[config.mk]
export PLATFORM = sky130hd
export DESIGN_NAME = rolling_key_byte_cipher
export DESIGN_NICKNAME = d
export VERILOG_FILES = /design/src/sv/rkbc_pkg.sv /design/src/sv/rolling_key_byte_cipher.sv /design/src/sv/rkbc_ram.sv
export SDC_FILE = /design/constraint.sdc
export NUM_CORES = 1
export LEC_CHECK = 0
export BUFFER_PORTS_ARGS = -buffer_cell sky130_fd_sc_hd__buf_2
export CAP_MARGIN = 10
export CORE_MARGIN = 8
export CORE_UTILIZATION = 47
export CTS_CLUSTER_DIAMETER = 150
export DETAILED_ROUTE_END_ITERATION = 12
export PLACE_DENSITY = 0.65
export SLEW_MARGIN = 20
export SYNTH_ARGS = -nofsm -noshare
export SYNTH_HDL_FRONTEND = slang
export SYNTH_SLANG_ARGS = --single-unit
[constraint.sdc]
create_clock -name clk_i -period 10.3 [get_ports clk_i]
set_input_delay 1.03 -clock clk_i [delete_from_list [all_inputs] [get_ports clk_i]]
set_output_delay 1.03 -clock clk_i [all_outputs]
set_load 0.02 [all_outputs]
[src/sv/rkbc_pkg.sv]
package rkbc_pkg;

  // Register map, one 64-bit register every 8 bytes
  typedef enum logic [2:0] {
    REG_CRYPT_MODE = 3'd0,
    REG_KEY_LENGTH = 3'd1,
    REG_KEY_WORD_0 = 3'd2,
    REG_KEY_WORD_1 = 3'd3,
    REG_KEY_WORD_2 = 3'd4,
    REG_KEY_WORD_3 = 3'd5
  } reg_idx_e;

  localparam int unsigned KeyWords = 4;

  localparam logic [7:0] KeyMaskEven = 8'h55;
  localparam logic [7:0] KeyMaskOdd  = 8'hAA;
  localparam logic [7:0] DeltaReset  = 8'd32;
  localparam logic [5:0] LenReset    = 6'd32;

  localparam logic CryptEncrypt = 1'b0;
  localparam logic CryptDecrypt = 1'b1;

  // Scramble mask for a key byte, chosen by the parity of its position
  function automatic logic [7:0] key_mask(input logic odd);
    return odd ? KeyMaskOdd : KeyMaskEven;
  endfunction

endpackage

[src/sv/rolling_key_byte_cipher.sv]
// Rolling-key byte cipher.
//
// Input channel: data_byte_i with restart_i, handshaked by in_valid_i and
// in_ready_o. A beat with restart_i high reloads the working key from the
// key registers (scrambled with 0x55 / 0xAA), clears the key position and
// sets the running delta to the key length before that byte is handled.
// Output channel: out_byte_o, handshaked by out_valid_o and out_ready_i.
// Each input beat yields exactly one output beat, in order.
//
// An input beat is registered into the compute stage together with the key
// RAM read; the combine, delta update and key write-back then retire it into
// the output register. Throughput is one byte per clock unless the receiver
// stalls, set by the single read port and single write port of the key RAM;
// back-to-back bytes on the same key entry use a write-to-read bypass.
//
// Reset loads the key state of an all-zero key of length 32 through valid
// bits, so no clearing pass is needed and the block is ready at once.
// When the receiver stalls, the output register holds its beat; one more byte
// may sit in the compute stage, after which in_ready_o drops. The user must
// write the APB port (64-bit registers at 8*index) only while idle; not enforced.
module rolling_key_byte_cipher #(
  parameter int unsigned MAX_KEY_BYTES = 32
) (
  input  logic        clk_i,
  input  logic        rst_ni,
  // APB configuration port
  input  logic        psel,
  input  logic        penable,
  input  logic        pwrite,
  input  logic [5:0]  paddr,
  input  logic [63:0] pwdata,
  output logic [63:0] prdata,
  output logic        pready,
  // Input channel
  input  logic        in_valid_i,
  output logic        in_ready_o,
  input  logic [7:0]  data_byte_i,
  input  logic        restart_i,
  // Output channel
  output logic        out_valid_o,
  input  logic        out_ready_i,
  output logic [7:0]  out_byte_o
);
  import rkbc_pkg::*;

  localparam int unsigned PosW = (MAX_KEY_BYTES > 1) ? $clog2(MAX_KEY_BYTES) : 1;

  // ---------------------------------------------------------------------
  // Configuration registers
  // ---------------------------------------------------------------------
  logic        mode_q;
  logic [5:0]  len_q;
  logic [63:0] key_word_q [KeyWords];
  logic        cfg_fire;
  reg_idx_e    cfg_idx;

  assign cfg_fire = psel && penable && pwrite;
  assign cfg_idx  = reg_idx_e'(paddr[5:3]);
  assign pready   = 1'b1;

  always_ff @(posedge clk_i or negedge rst_ni) begin
    if (!rst_ni) begin
      mode_q <= CryptEncrypt;
      len_q  <= LenReset;
      for (int i = 0; i < KeyWords; i++) begin
        key_word_q[i] <= '0;
      end
    end else if (cfg_fire) begin
      case (cfg_idx)
        REG_CRYPT_MODE: mode_q        <= pwdata[0];
        REG_KEY_LENGTH: len_q         <= pwdata[5:0];
        REG_KEY_WORD_0: key_word_q[0] <= pwdata;
        REG_KEY_WORD_1: key_word_q[1] <= pwdata;
        REG_KEY_WORD_2: key_word_q[2] <= pwdata;
        REG_KEY_WORD_3: key_word_q[3] <= pwdata;
        default: ;
      endcase
    end
  end

  always_comb begin
    case (cfg_idx)
      REG_CRYPT_MODE: prdata = {63'd0, mode_q};
      REG_KEY_LENGTH: prdata = {58'd0, len_q};
      REG_KEY_WORD_0: prdata = key_word_q[0];
      REG_KEY_WORD_1: prdata = key_word_q[1];
      REG_KEY_WORD_2: prdata = key_word_q[2];
      REG_KEY_WORD_3: prdata = key_word_q[3];
      default:        prdata = '0;
    endcase
  end

  // Effective key length: zero counts as one, saturate at the key store size
  logic [5:0] eff_len;
  always_comb begin
    if (len_q == 6'd0) begin
      eff_len = 6'd1;
    end else if (len_q > 6'(MAX_KEY_BYTES)) begin
      eff_len = 6'(MAX_KEY_BYTES);
    end else begin
      eff_len = len_q;
    end
  end

  // ---------------------------------------------------------------------
  // Handshake and stage control
  // ---------------------------------------------------------------------
  logic s1_valid_q;
  logic out_valid_q;
  logic s1_fire;   // compute stage retires into the output register
  logic in_fire;

  assign s1_fire    = s1_valid_q && (!out_valid_q || out_ready_i);
  assign in_ready_o = !s1_valid_q || s1_fire;
  assign in_fire    = in_valid_i && in_ready_o;

  // ---------------------------------------------------------------------
  // Key position, advanced as each beat is taken
  // ---------------------------------------------------------------------
  logic [PosW-1:0] pos_q;
  logic [PosW-1:0] cur_pos;
  logic [5:0]      pos_inc;

  assign cur_pos = restart_i ? '0 : pos_q;
  assign pos_inc = 6'(cur_pos) + 6'd1;

  always_ff @(posedge clk_i or negedge rst_ni) begin
    if (!rst_ni) begin
      pos_q <= '0;
    end else if (in_fire) begin
      pos_q <= (pos_inc >= eff_len) ? '0 : pos_inc[PosW-1:0];
    end
  end

  // Snapshot of the raw key bytes taken at restart; unmodified entries
  // read from here so later register writes do not disturb the stream.
  logic [7:0] snap_q [MAX_KEY_BYTES];

  always_ff @(posedge clk_i or negedge rst_ni) begin
    if (!rst_ni) begin
      for (int i = 0; i < MAX_KEY_BYTES; i++) begin
        snap_q[i] <= '0;
      end
    end else if (in_fire && restart_i) begin
      for (int i = 0; i < MAX_KEY_BYTES; i++) begin
        snap_q[i] <= key_word_q[i / 8][(i % 8) * 8 +: 8];
      end
    end
  end

  // ---------------------------------------------------------------------
  // Working key RAM: holds entries modified since the last restart
  // ---------------------------------------------------------------------
  logic [7:0]         ram_rdata;
  logic [7:0]         key_new;
  logic [MAX_KEY_BYTES-1:0] mod_q;  // entry holds a modified value in RAM
  logic [MAX_KEY_BYTES-1:0] mod_d;

  logic [PosW-1:0] s1_pos_q;
  logic [7:0]      s1_data_q;
  logic            s1_restart_q;
  logic            fwd_hit_q;
  logic [7:0]      fwd_data_q;

  rkbc_ram #(
    .Width (8),
    .Depth (MAX_KEY_BYTES)
  ) u_key_ram (
    .clk_i   (clk_i),
    .we_i    (s1_fire),
    .waddr_i (s1_pos_q),
    .wdata_i (key_new),
    .re_i    (in_fire),
    .raddr_i (cur_pos),
    .rdata_o (ram_rdata)
  );

  // Compute stage registers
  always_ff @(posedge clk_i or negedge rst_ni) begin
    if (!rst_ni) begin
      s1_valid_q <= 1'b0;
    end else if (in_fire) begin
      s1_valid_q <= 1'b1;
    end else if (s1_fire) begin
      s1_valid_q <= 1'b0;
    end
  end

  // Bypass: the retiring beat writes the same entry this beat is reading
  always_ff @(posedge clk_i) begin
    if (in_fire) begin
      s1_pos_q     <= cur_pos;
      s1_data_q    <= data_byte_i;
      s1_restart_q <= restart_i;
      fwd_hit_q    <= s1_fire && (s1_pos_q == cur_pos);
      fwd_data_q   <= key_new;
    end
  end

  // Pick the current key byte: restart takes the fresh scrambled key,
  // then the bypass, then the RAM for modified entries, else the snapshot.
  logic [7:0] key_cur;
  logic [7:0] delta_q;
  logic [7:0] delta_use;
  logic [7:0] res;

  always_comb begin
    if (s1_restart_q || !mod_q[s1_pos_q]) begin
      key_cur = snap_q[s1_pos_q] ^ key_mask(s1_pos_q[0]);
    end else if (fwd_hit_q) begin
      key_cur = fwd_data_q;
    end else begin
      key_cur = ram_rdata;
    end
  end

  assign key_new   = key_cur + 8'(s1_pos_q);
  assign delta_use = s1_restart_q ? 8'(eff_len) : delta_q;
  assign res       = s1_data_q ^ delta_use ^ key_cur;

  // Restart drops every modified mark; mark the entry this beat writes back
  always_comb begin
    mod_d           = s1_restart_q ? '0 : mod_q;
    mod_d[s1_pos_q] = 1'b1;
  end

  always_ff @(posedge clk_i or negedge rst_ni) begin
    if (!rst_ni) begin
      delta_q <= DeltaReset;
      mod_q   <= '0;
    end else if (s1_fire) begin
      delta_q <= delta_use + ((mode_q == CryptDecrypt) ? res : s1_data_q);
      mod_q   <= mod_d;
    end
  end

  // ---------------------------------------------------------------------
  // Output register
  // ---------------------------------------------------------------------
  logic [7:0] out_byte_q;

  always_ff @(posedge clk_i or negedge rst_ni) begin
    if (!rst_ni) begin
      out_valid_q <= 1'b0;
    end else if (s1_fire) begin
      out_valid_q <= 1'b1;
    end else if (out_ready_i) begin
      out_valid_q <= 1'b0;
    end
  end

  always_ff @(posedge clk_i) begin
    if (s1_fire) begin
      out_byte_q <= res;
    end
  end

  assign out_valid_o = out_valid_q;
  assign out_byte_o  = out_byte_q;

  // ---------------------------------------------------------------------
  // Assertions
  // ---------------------------------------------------------------------
  a_restart_pos_zero: assert property (@(posedge clk_i) disable iff (!rst_ni)
    in_fire && restart_i |=> s1_pos_q == '0)
    else $error("restart beat did not start at key position zero");

  a_restart_clears_mod: assert property (@(posedge clk_i) disable iff (!rst_ni)
    s1_fire && s1_restart_q |=> $countones(mod_q) == 1)
    else $error("restart did not drop modified key entries");

  a_retire_marks_entry: assert property (@(posedge clk_i) disable iff (!rst_ni)
    s1_fire |=> mod_q[$past(s1_pos_q)])
    else $error("retired key entry not marked modified");

  a_stage_drains: assert property (@(posedge clk_i) disable iff (!rst_ni)
    s1_fire && !in_fire |=> !s1_valid_q)
    else $error("compute stage kept a retired beat");

  a_no_overwrite: assert property (@(posedge clk_i) disable iff (!rst_ni)
    s1_valid_q && out_valid_q && !out_ready_i |-> !s1_fire)
    else $error("compute stage overwrote a held output beat");

endmodule

[src/sv/rkbc_ram.sv]
module rkbc_ram #(
  parameter int unsigned Width = 8,
  parameter int unsigned Depth = 32
) (
  input  logic                                  clk_i,
  input  logic                                  we_i,
  input  logic [(Depth > 1 ? $clog2(Depth) : 1)-1:0] waddr_i,
  input  logic [Width-1:0]                      wdata_i,
  input  logic                                  re_i,
  input  logic [(Depth > 1 ? $clog2(Depth) : 1)-1:0] raddr_i,
  output logic [Width-1:0]                      rdata_o
);

  logic [Width-1:0] mem_q [Depth];
  logic [Width-1:0] rdata_q;

  always_ff @(posedge clk_i) begin
    if (we_i) begin
      mem_q[waddr_i] <= wdata_i;
    end
    if (re_i) begin
      rdata_q <= mem_q[raddr_i];
    end
  end

  assign rdata_o = rdata_q;

endmodule

---- Yosys cells after proc, flatten, opt, wreduce, memory -nomap -nowiden ----
Memory sizes are Yosys's and may differ from the RTL's. A register that Yosys moved wholly into a read port is not among the register bits.
Cells that the tools add are included.
word-level totals
  register bits ........................... 597
  memory bits (writable) .................. 256
  input bits .............................. 86
  memories ................................ 1
memory list
  memory           words  bits a word  rd ports  clocked after Yosys merged registers in  write ports  line            text
  u_key_ram.mem_q  32     8            1         1                                        1            rkbc_ram.sv:14  logic [Width-1:0] mem_q [Depth];
operators by class
  add/subtract/negate cells ............... 3
  order comparisons ....................... 5
  equal/unequal tests ..................... 6
  multiplexer cells ....................... 24
  bitwise logic cells ..................... 5
  reductions and logical operators ........ 23
operators by type and width
  kind                 count
  $pmux 64 s6          1
  $mux 8               7
  $bmux 8 s5           1
  $mux 32              1
  $or 32x32->32        1
  $xor 8x8->8          3
  $mux 6               2
  $reduce_and 2->1     6
  $mux 5               2
  $add 8x5->8          1
  $add 8x8->8          1
  $mux 1               8
  $logic_and 1x1->1    7
  $add 5x1->6 const B  1
  $eq 3x2->1 const B   2
  $eq 3x3->1 const B   2
  $ge 6x6->1           1
  $ge 6x6->1 const B   1
  $gt 6x6->1 const B   1
  $logic_not 6->1      1
  $lt 5x6->1 const B   1
  $not 5->6            1
  $bmux 1 s5           1
  $demux 1 s5          1
  7 further kinds      12

---- Depth between registers and ports, before layout ----
Gate-level depths: netlist of run 1.
  word-level depth ........................ 9
  mapped depth ............................ 21

---- Hierarchy ----
A second synthesis of run 1 with hierarchy kept.
unflattened totals
  cell total of the unflattened synthesis .. 2,485
  area, all modules ....................... 37,942.6 um2
modules (own cells, without submodules)
  module                   times used  cells each  area each (um2)  sequential area each (um2)
  rolling_key_byte_cipher  1           2,068       27,809.2         15,097.0
  rkbc_ram                 1           417         10,133.5         7,927.6

---- Least setup slack after synthesis of run 1 ----
Ideal clock, no wire load.
  kind .................................... register to register
  start ................................... register s1_pos_q[2]
  end ..................................... register fwd_data_q[7] (data pin)
  setup time .............................. 393 ps
  data arrival time ....................... 4,246 ps
  required time ........................... 9,907 ps
  path slack .............................. 5,661 ps
  cell stages (with the launch flop) ...... 16
  buffers on the path ..................... 2
  cells stage by stage .................... edfxtp_1 > buf_4 > or4b_2 > buf_2 > o22ai_1 > nor3_1 > and4_1 > or3_4 > a21boi_2 > ha_1 > a21o_1 > a21oi_1 > o21bai_1 > a21oi_1 > nor3b_2 > xnor2_1
between the ends
  longest elaborated chain between the ends .. 7
ends and longest elaborated chain
  element                                    line                            text
  from (decl)                                rolling_key_byte_cipher.sv:159  logic [PosW-1:0] s1_pos_q;
  from (signal assigned)                     rolling_key_byte_cipher.sv:192  s1_pos_q <= cur_pos;
  $not 5->6 (not written as such)            rolling_key_byte_cipher.sv:209  key_cur = snap_q[s1_pos_q] ^ key_mask(s1_pos_q[0]);
  $bmux 8 s5                                 rolling_key_byte_cipher.sv:209
  $mux 8 (not written as such) (2 in a row)  rolling_key_byte_cipher.sv:209
  $xor 8x8->8                                rolling_key_byte_cipher.sv:209
  $mux 8                                     rolling_key_byte_cipher.sv:208  if (s1_restart_q || !mod_q[s1_pos_q]) begin
  $add 8x5->8 *                              rolling_key_byte_cipher.sv:217  assign key_new = key_cur + 8'(s1_pos_q);
  net key_new[7]                             rolling_key_byte_cipher.sv:155  logic [7:0] key_new;
  to (signal assigned)                       rolling_key_byte_cipher.sv:196  fwd_data_q <= key_new;
  to (decl)                                  rolling_key_byte_cipher.sv:163  logic [7:0] fwd_data_q;
Mark *: on every way through the listed nets, which the timed path passes. The rest lies on a longest branch. The select of a mux whose other input is x is not followed.
A chain may end at the register's enable or synchronous reset.

---- Final worst setup path of run 1 ----
  start ................................... register s1_pos_q[0]
  end ..................................... register delta_q[7]
between the ends
  longest elaborated chain between the ends .. 9
ends and longest elaborated chain
  element                                    line                            text
  $not 5->6 (not written as such)            rolling_key_byte_cipher.sv:209
  $bmux 8 s5                                 rolling_key_byte_cipher.sv:209
  $mux 8 (not written as such) (2 in a row)  rolling_key_byte_cipher.sv:209
  $xor 8x8->8                                rolling_key_byte_cipher.sv:209
  $mux 8 *                                   rolling_key_byte_cipher.sv:208
  $xor 8x8->8 *                              rolling_key_byte_cipher.sv:219  assign res = s1_data_q ^ delta_use ^ key_cur;
  $mux 8 *                                   rolling_key_byte_cipher.sv:232  delta_q <= delta_use + ((mode_q == CryptDecrypt) ? res : s1_data_q);
  $add 8x8->8 *                              rolling_key_byte_cipher.sv:232
  to (signal assigned)                       rolling_key_byte_cipher.sv:229  delta_q <= DeltaReset;
  to (signal assigned)                       rolling_key_byte_cipher.sv:232
  to (decl)                                  rolling_key_byte_cipher.sv:203  logic [7:0] delta_q;
Mark *: on every way between the ends. The rest lies on a longest branch, timed or not. The select of a mux whose other input is x is not followed.

==> key figures, run 1 <==
Critical path
  • Critical path class: flop to flop
  • Buffer and inverter count on the worst path: 1
  • Crit path DAT: 6920 ps
  • Max incr delay on CP: 930 ps
  • Reg2reg start: s1_pos_q[0]
  • Critical path data required time: 10840 ps
  • Cell Chain, Critical Path: buf_4, mux2i_1, o22ai_1, or4_1, o21ai_0, a32oi_2, nand3_1, nand4b_1, ha_1, or3_1, o211ai_1, xnor2_1, mux2i_1, nor3_1, a311oi_1
  • Crit-path slowest cell: edfxtp_1
  • CP Launch Type: flop
  • RR Endpoint: delta_q[7]
  • CP top delay family: compound AO/OA/AOI/OAI gates
  • CP Capture Type: flop
  • CP max FO: 43
  • Top cell by count, worst path: mux2i_1
  • Reg2reg path depth: 15
  • R2R Setup Slk: 3920 ps

Place
  • Final RePlAce weighted congestion: 0.876
  • Port bufs: 156
  • Number of instances in the placed design: 3644
  • Hpwl dp: 65000 um

STA
  • Max Fclk: 157 MHz
  • Final Hold Fails: 0
  • Min Tclk post-route: 6380 ps
  • Post-route setup TNS: 0 ps
  • Slew margin rel.: 0.209
  • Count of endpoints failing setup in the final report: 0
  • Unrepaired setup endpoints after global routing: no
  • Final Skew: 26.5 ps
  • Worst slew pin tran: 1190 ps
  • Slew Viols, Final: 0
  • Post-route clock period utilization: 0.619

CTS
  • # resized after CTS: 0
  • TritonCTS clock tree: done
  • Max clock buf depth: 3
  • Setup bufs post-CTS: 0
  • Clock Sinks: 861
  • Worst-Skew Late Latency: 650 ps
  • Root buffer cell: clkbuf_16
  • Cts bufs inserted: 91
  • Hold buffer count at CTS: 0
  • Clock slew at reported path FFs: 60 ps
  • Max H-tree Level: 3

Yosys
  • Most area-hungry cell type in the Yosys netlist: dfrtp_1
  • Post-synthesis mux area share: 0.228
  • XOR/XNOR Fraction of Synth Area: 0.00900
  • Syn_area_per_cell: 14.7 um^2
  • Largest family of logic cells by synthesized area: multiplexers
  • #FFs+latches synth: 861
  • Post-synthesis net count: 2672
  • Cells after Synth: 2565
  • Synth Area in Simple Gates: 0.0407
  • Synth warn: 0
  • Synth Area in Adders: 0.00737
  • Async S/R FF share, synth: 0.657
  • Synth top area share: 0.375
  • Post-synthesis compound-gate area fraction: 0.0792
  • Unique masters post-synth: 80
  • Ranking of synthesized cells by area: dfrtp_1 37%, edfxtp_1 24%, mux2_2 16%
  • Top FF cell, synth: dfrtp_1
  • Number of synthesized flops with an enable pin: 295
  • Register area share after synthesis: 0.611
  • Syn Std Cell Area: 0.0377 mm^2

Routing
  • Vias per std cell: 6.04
  • DR iter-0 viols: 1832
  • Drt first pass iters: 8
  • Total wire length: 101000 um
  • Routed Antenna Nets: 0
  • DRC Markers: 0
  • Vias: 23.1k
  • Routed wire per std cell: 26.4 um

Final layout
  • Commonest cells after routing, fill and taps aside: 564 x dfrtp_1, 521 x mux2_2, 295 x edfxtp_1
  • P&R area growth vs syn: 12.7%
  • Nets: 2785
  • Share of cells above drive strength 1: 0.344
  • Commonest non-fill, non-tap cell in the layout: dfrtp_1
  • Finished Layout Cells: 3819

Floorplan
  • Die area: 0.0895 mm^2
  • Core area: 0.0799 mm^2
  • I/O pins: 161
  • Row count: 104
  • Die Y: 299 um
  • Die Wd: 299 um
  • Initial Util: 0.472

Power and ir drop
  • Pwr/cell area: 238 mW/mm^2
  • Lkg Pwr: 18.0 nW
  • Worst vdd ir: 133 uV

GRT
  • All-Layer GR Usage: 0.223
  • Initial antenna violation count: 20
  • Vias in the first global route: 23.9k
  • Global route overflow: 0
  • First-pass GRT wire length: 154000 um
  • Largest net degree at the start of global routing: 188

Run status
  • Status: completed

Hold path
  • HP Class: primary input to async pin

Flow run
  • MaxCap Viol Count: 0
==> final cells by class <==
class | count | area (um^2)
inverter | 32 | 120
clock buffer | 132 | 2640
timing repair buffer | 188 | 1120
tap | 1060 | 1330
fill | 6628 | 37400
antenna | 9 | 22.5
clock inverter | 33 | 343
sequential | 861 | 23000
multi-input combinational | 1504 | 13900
==> state kept, by name, indices dropped and copies added (netlist names), 5 cells and up <==
signal	cells
u_key_ram.rdata_o	8
delta_q	8
s1_data_q	8
len_q	6
u_key_ram.mem_q	256
fwd_data_q	8
pos_q	5
snap_q	256
key_word_q	256
mod_q	32
out_byte_o	8
s1_pos_q	5
==> where the power goes <==
group | switching [W] | total (W) | internal (W)
Sequential | 0.000370 | 0.00472 | 0.00435
Combinational | 0.00121 | 0.00212 | 0.000914
Clock | 0.00135 | 0.00326 | 0.00191
==> metrics by stage <==
step	instance area (um^2)	util	setup slack, ps	hold WS [ps]	power (W)
CTS	42400	0.530	3930	314	0.0102
global route	42500	0.531	3650	345	0.0105
floorplan	37700	-	5660	438	0.00609
finish	42500	0.532	3920	323	0.0101
global placement	39400	0.493	4100	452	0.00678
detailed placement	39400	0.493	3990	460	0.00689
==> kinds of logic after synthesis <==
| family | count (synthesis) |
|---|---|
| AOI/OAI and AO/OA | 419 |
| muxes | 730 |
| and+or+nand+nor | 299 |
| buffers and inverters | 200 |
| other | 1 |
| adders and majority gates | 21 |
| xor gates and xnor gates | 34 |
| DFF | 861 |
==> cell usage after synthesis, types with 8 or more instances <==
library cell / n
inv_1: 28
buf_6: 8
edfxtp_1: 295
buf_4: 10
a21o_1: 39
ha_1: 19
nand2_1: 120
nand3_1: 17
nor2b_1: 12
a21oi_1: 24
dfrtp_1: 564
nand2b_1: 8
o221ai_1: 34
clkbuf_1: 120
a22oi_1: 116
mux4_2: 50
o21ai_0: 45
xnor2_1: 23
mux2i_1: 159
mux2_2: 521
buf_2: 16
nor3_1: 12
or4_1: 8
buf_1: 8
xor2_1: 8
o22ai_1: 97
nor2_1: 65
==> worst max path at each step <==
stage	end	cells after the start	slack [ps]	from
2_1_floorplan	fwd_data_q[7]	15	5660	s1_pos_q[2]
3_3_place_gp	u_key_ram.mem_q[4][7]	13	4100	s1_pos_q[0]
3_5_place_dp	u_key_ram.mem_q[4][7]	13	3990	s1_pos_q[0]
4_1_cts	u_key_ram.mem_q[4][7]	13	3930	s1_pos_q[0]
5_1_grt	delta_q[7]	15	3650	s1_pos_q[0]
6_report	delta_q[7]	15	3920	s1_pos_q[0]
==> metal layers <==
layer  up-vias  routed length [um]  global-route usage
met2       767               49300               0.367
met5         -                  72                   0
met1     12074               41500               0.291
met4        12                3960              0.0823
li1      10015                   -                   -
met3       202                6160              0.0465
Note: power is estimated with default switching activity, not from simulation.
==> inputs of run 2 (changes only) <==
--- a/config.mk
+++ b/config.mk
@@ -5,6 +5,7 @@
 export SDC_FILE = /design/constraint.sdc
 export NUM_CORES = 1
 export LEC_CHECK = 0
+export ABC_AREA = 1
 export BUFFER_PORTS_ARGS = -buffer_cell sky130_fd_sc_hd__buf_2
 export CAP_MARGIN = 10
 export CORE_MARGIN = 8
==> constraint.sdc (replaced) <==
create_clock -name clk_i -period 6.4 [get_ports clk_i]
set_input_delay 0.64 -clock clk_i [delete_from_list [all_inputs] [get_ports clk_i]]
set_output_delay 0.64 -clock clk_i [all_outputs]
set_load 0.02 [all_outputs]
==> run 2 against run 1 <==
Non-clock buffer count is 23 higher. Design area increased by 0.42%. Highest routed layer unchanged. Largest cell class unchanged. Synthesized area fell by 0.28%.
==> key figures, run 2 <==
Critical path
  • CP max FO: 33 (-23%)
  • Reg2reg start: s1_pos_q[1]
  • Critical path class: flop to flop
  • Max incr delay on CP: 690 ps (-240 ps)
  • Cell Chain, Critical Path: nand2_2, buf_4, o22ai_1, o21ai_0, nand2_1, nor2_1, nand3_1, nand2_1, nand2_1, nand2_1, inv_1, ha_1, nand2_1, o21ai_0, nand2_1, nand2_1, nand2_1, xnor2_2, buf_4
  • CP Launch Type: flop
  • Critical path data required time: 6810 ps (-4030 ps)
  • Buffer and inverter count on the worst path: 3 (+2)
  • Crit path DAT: 5730 ps (-1190 ps)
  • Reg2reg path depth: 19 (+4)
  • CP Capture Type: flop
  • CP Depth: 19 (+4)
  • Crit-path slowest cell: edfxtp_1
  • R2R Setup Slk: 1080 ps (-2850 ps)
  • Top cell by count, worst path: nand2_1
  • RR Endpoint: u_key_ram.mem_q[26][6]
  • CP top delay family: simple AND/OR/NAND/NOR gates

CTS
  • TritonCTS clock tree: done
  • Max H-tree Level: 3 (unchanged)
  • Worst-Skew Late Latency: 660 ps (about the same)
  • Max clock buf depth: 3 (unchanged)
  • Clock slew at reported path FFs: 60 ps (about the same)
  • Root buffer cell: clkbuf_16
  • Clock Sinks: 861 (unchanged)
  • Cts bufs inserted: 93 (+2.2%)
  • Setup bufs post-CTS: 0 (unchanged)
  • # resized after CTS: 0 (unchanged)
  • Hold buffer count at CTS: 0 (unchanged)

Final layout
  • Finished Layout Cells: 5093 (+33%)
  • Share of cells above drive strength 1: 0.112 (-0.232)
  • Top flop regs: key_word_q: 256 flops, snap_q: 256 flops, u_key_ram.mem_q: 256 flops
  • Util after Layout: 0.539 (+0.00742)
  • Commonest cells after routing, fill and taps aside: 837 x nand2_1, 732 x o21ai_0, 564 x dfrtp_1
  • Nets: 4070 (+46%)
  • Fillers: 7013 (+5.8%)
  • Commonest non-fill, non-tap cell in the layout: nand2_1
  • P&R area growth vs syn: 13.5%

Routing
  • Metal-1 WL: 48400 um (+17%)
  • Top sig layer: met5
  • Met2 wire len: 45700 um (-7.4%)
  • DRC Markers: 0 (unchanged)
  • DR iter-0 viols: 2997 (+64%)
  • Vias per std cell: 5.57 (-7.8%)
  • Routed wire per std cell: 21.0 um (-21%)
  • Drt first pass iters: 6 (-2)
  • Met3 wire length: 9450 um (+53%)
  • Vias: 28.4k (+23%)
  • Routed Antenna Nets: 0 (unchanged)
  • Total wire length: 107000 um (+5.7%)

Yosys
  • Number of synthesized flops with an enable pin: 295 (unchanged)
  • Most area-hungry cell type in the Yosys netlist: dfrtp_1
  • Top FF cell, synth: dfrtp_1
  • Syn Std Cell Area: 0.0376 mm^2 (-0.28%)
  • Register area share after synthesis: 0.613 (+0.00171)
  • Syn_area_per_cell: 9.64 um^2 (-34%)
  • Count leader, synth: nand2_1
  • Post-synthesis net count: 4004 (+50%)
  • Synth top cells by count: 841 x nand2_1, 732 x o21ai_0, 564 x dfrtp_1
  • Cells after Synth: 3897 (+52%)
  • Ranking of synthesized cells by area: dfrtp_1 38%, edfxtp_1 24%, o21ai_0 9.7%
  • Unique masters post-synth: 44 (-45%)
  • Synth top area share: 0.376 (+0.00105)
  • Synth warn: 0 (unchanged)
  • #FFs+latches synth: 861 (unchanged)
  • Async S/R FF share, synth: 0.657 (unchanged)

Power and ir drop
  • Design Power: 0.0167 W (+65%)
  • Pwr/cell area: 391 mW/mm^2 (+64%)
  • Worst vdd ir: 246 uV (+85%)
  • Lkg Pwr: 18.4 nW (+2.0%)

Floorplan
  • Die Y: 299 um (-0.13%)
  • I/O pins: 161 (unchanged)
  • Die Wd: 299 um (-0.13%)
  • Core area: 0.0791 mm^2 (-0.96%)
  • Initial Util: 0.475 (+0.00325)
  • Row count: 103 (-0.96%)
  • Die area: 0.0893 mm^2 (-0.26%)

STA
  • Final Hold Fails: 0 (unchanged)
  • Count of endpoints failing setup in the final report: 0 (unchanged)
  • Hold Slack: 73.1 ps (-250 ps)
  • Min Tclk post-route: 5320 ps (-1050 ps)
  • Final Skew: 30.1 ps (+3.60 ps)
  • Post-route clock period utilization: 0.832 (+0.213)
  • Slew Viols, Final: 0 (unchanged)
  • Slew margin rel.: 0.275 (+0.0667)
  • Post-route setup TNS: 0 ps (unchanged)
  • Unrepaired setup endpoints after global routing: no
  • Worst slew pin tran: 1090 ps (-100 ps)
  • Max Fclk: 188 MHz (+20%)

Place
  • Port bufs: 156 (unchanged)
  • Number of instances in the placed design: 4917 (+35%)
  • Hpwl dp: 66900 um (+3.0%)
  • Final RePlAce weighted congestion: 0.864 (-1.3%)

Flow run
  • MaxCap Viol Count: 0 (unchanged)

GRT
  • Largest net degree at the start of global routing: 238 (+27%)
  • Initial antenna violation count: 8 (-60%)
  • First-pass GRT wire length: 163000 um (+6.5%)
  • Global route overflow: 0 (unchanged)
  • Vias in the first global route: 27.1k (+13%)
  • All-Layer GR Usage: 0.233 (+0.0109)

Hold path
  • HP Class: primary input to async pin

Run status
  • Status: completed
## run 2: cell count changes after synthesis, sizes merged, moves of 58 or more
| cell | change |
|---|---|
| mux2 | -479 |
| nand2 | +728 |
| o21ai | +700 |
| mux2i | -159 |
| nor2 | +160 |
| inv | +414 |
| o221ai | +58 |
| clkbuf | +77 |
## run 2: worst max-delay path by stage
| stage | end | slack (ps) | startpoint |
|---|---|---|---|
| after floorplan | fwd_data_q[6] | 2250 | s1_pos_q[0] |
| after global placement | u_key_ram.mem_q[24][6] | 1470 | s1_pos_q[1] |
| after detailed placement | u_key_ram.mem_q[24][6] | 1350 | s1_pos_q[1] |
| after CTS | u_key_ram.mem_q[26][6] | 1300 | s1_pos_q[1] |
| after global routing | u_key_ram.mem_q[19][6] | 740 | s1_pos_q[1] |
| final | u_key_ram.mem_q[26][6] | 1080 | s1_pos_q[1] |
## run 2: layer usage
| layer | up-vias | global-route usage |
|---|---|---|
| li1 | 13261 | - |
| met1 | 13862 | 0.342 |
| met2 | 1048 | 0.341 |
| met3 | 192 | 0.0593 |
| met4 | 8 | 0.0702 |
| met5 | - | 0 |
## run 2: per-stage QoR
stage	area, um^2	worst slack (ps)
6_report	42700	1080
5_1_grt	42700	742
4_1_cts	42600	1300
3_5_place_dp	39400	1350
3_3_place_gp	39400	1470
2_1_floorplan	37600	2250
## run 2: layout make-up
cell class	count	area (um^2)	share of cell area
multi-input combinational	2348	12100	0.283
sequential	861	23000	0.540
clock buffer	126	2630	0.0615
timing repair buffer	211	1330	0.0311
inverter	448	1680	0.0395
antenna	3	7.51	0.000176
tap	1050	1310	0.0308
clock inverter	46	612	0.0143
## run 2: report_power, final
| group | leakage [nW] | total (W) | switching (W) | internal [W] |
|---|---|---|---|---|
| Clock | 1.59 | 0.00564 | 0.00226 | 0.00338 |
| Sequential | 9.61 | 0.00748 | 0.000456 | 0.00703 |
| Combinational | 7.21 | 0.00355 | 0.00249 | 0.00106 |
## run 2: cells by family (layout without fill, tap and decap cells)
| logic type | Yosys count | in the layout | synth area share |
|---|---|---|---|
| xor gates and xnor gates | 23 | 23 | 0.00536 |
| buffers and inverters | 688 | 831 | 0.0703 |
| DFF | 861 | 861 | 0.613 |
| muxes | 42 | 42 | 0.0126 |
| AOI/OAI and AO/OA | 1105 | 1105 | 0.170 |
| other | 1 | 4 | 0.0000998 |
| and+or+nand+nor | 1156 | 1156 | 0.122 |
| adders and majority gates | 21 | 21 | 0.00739 |
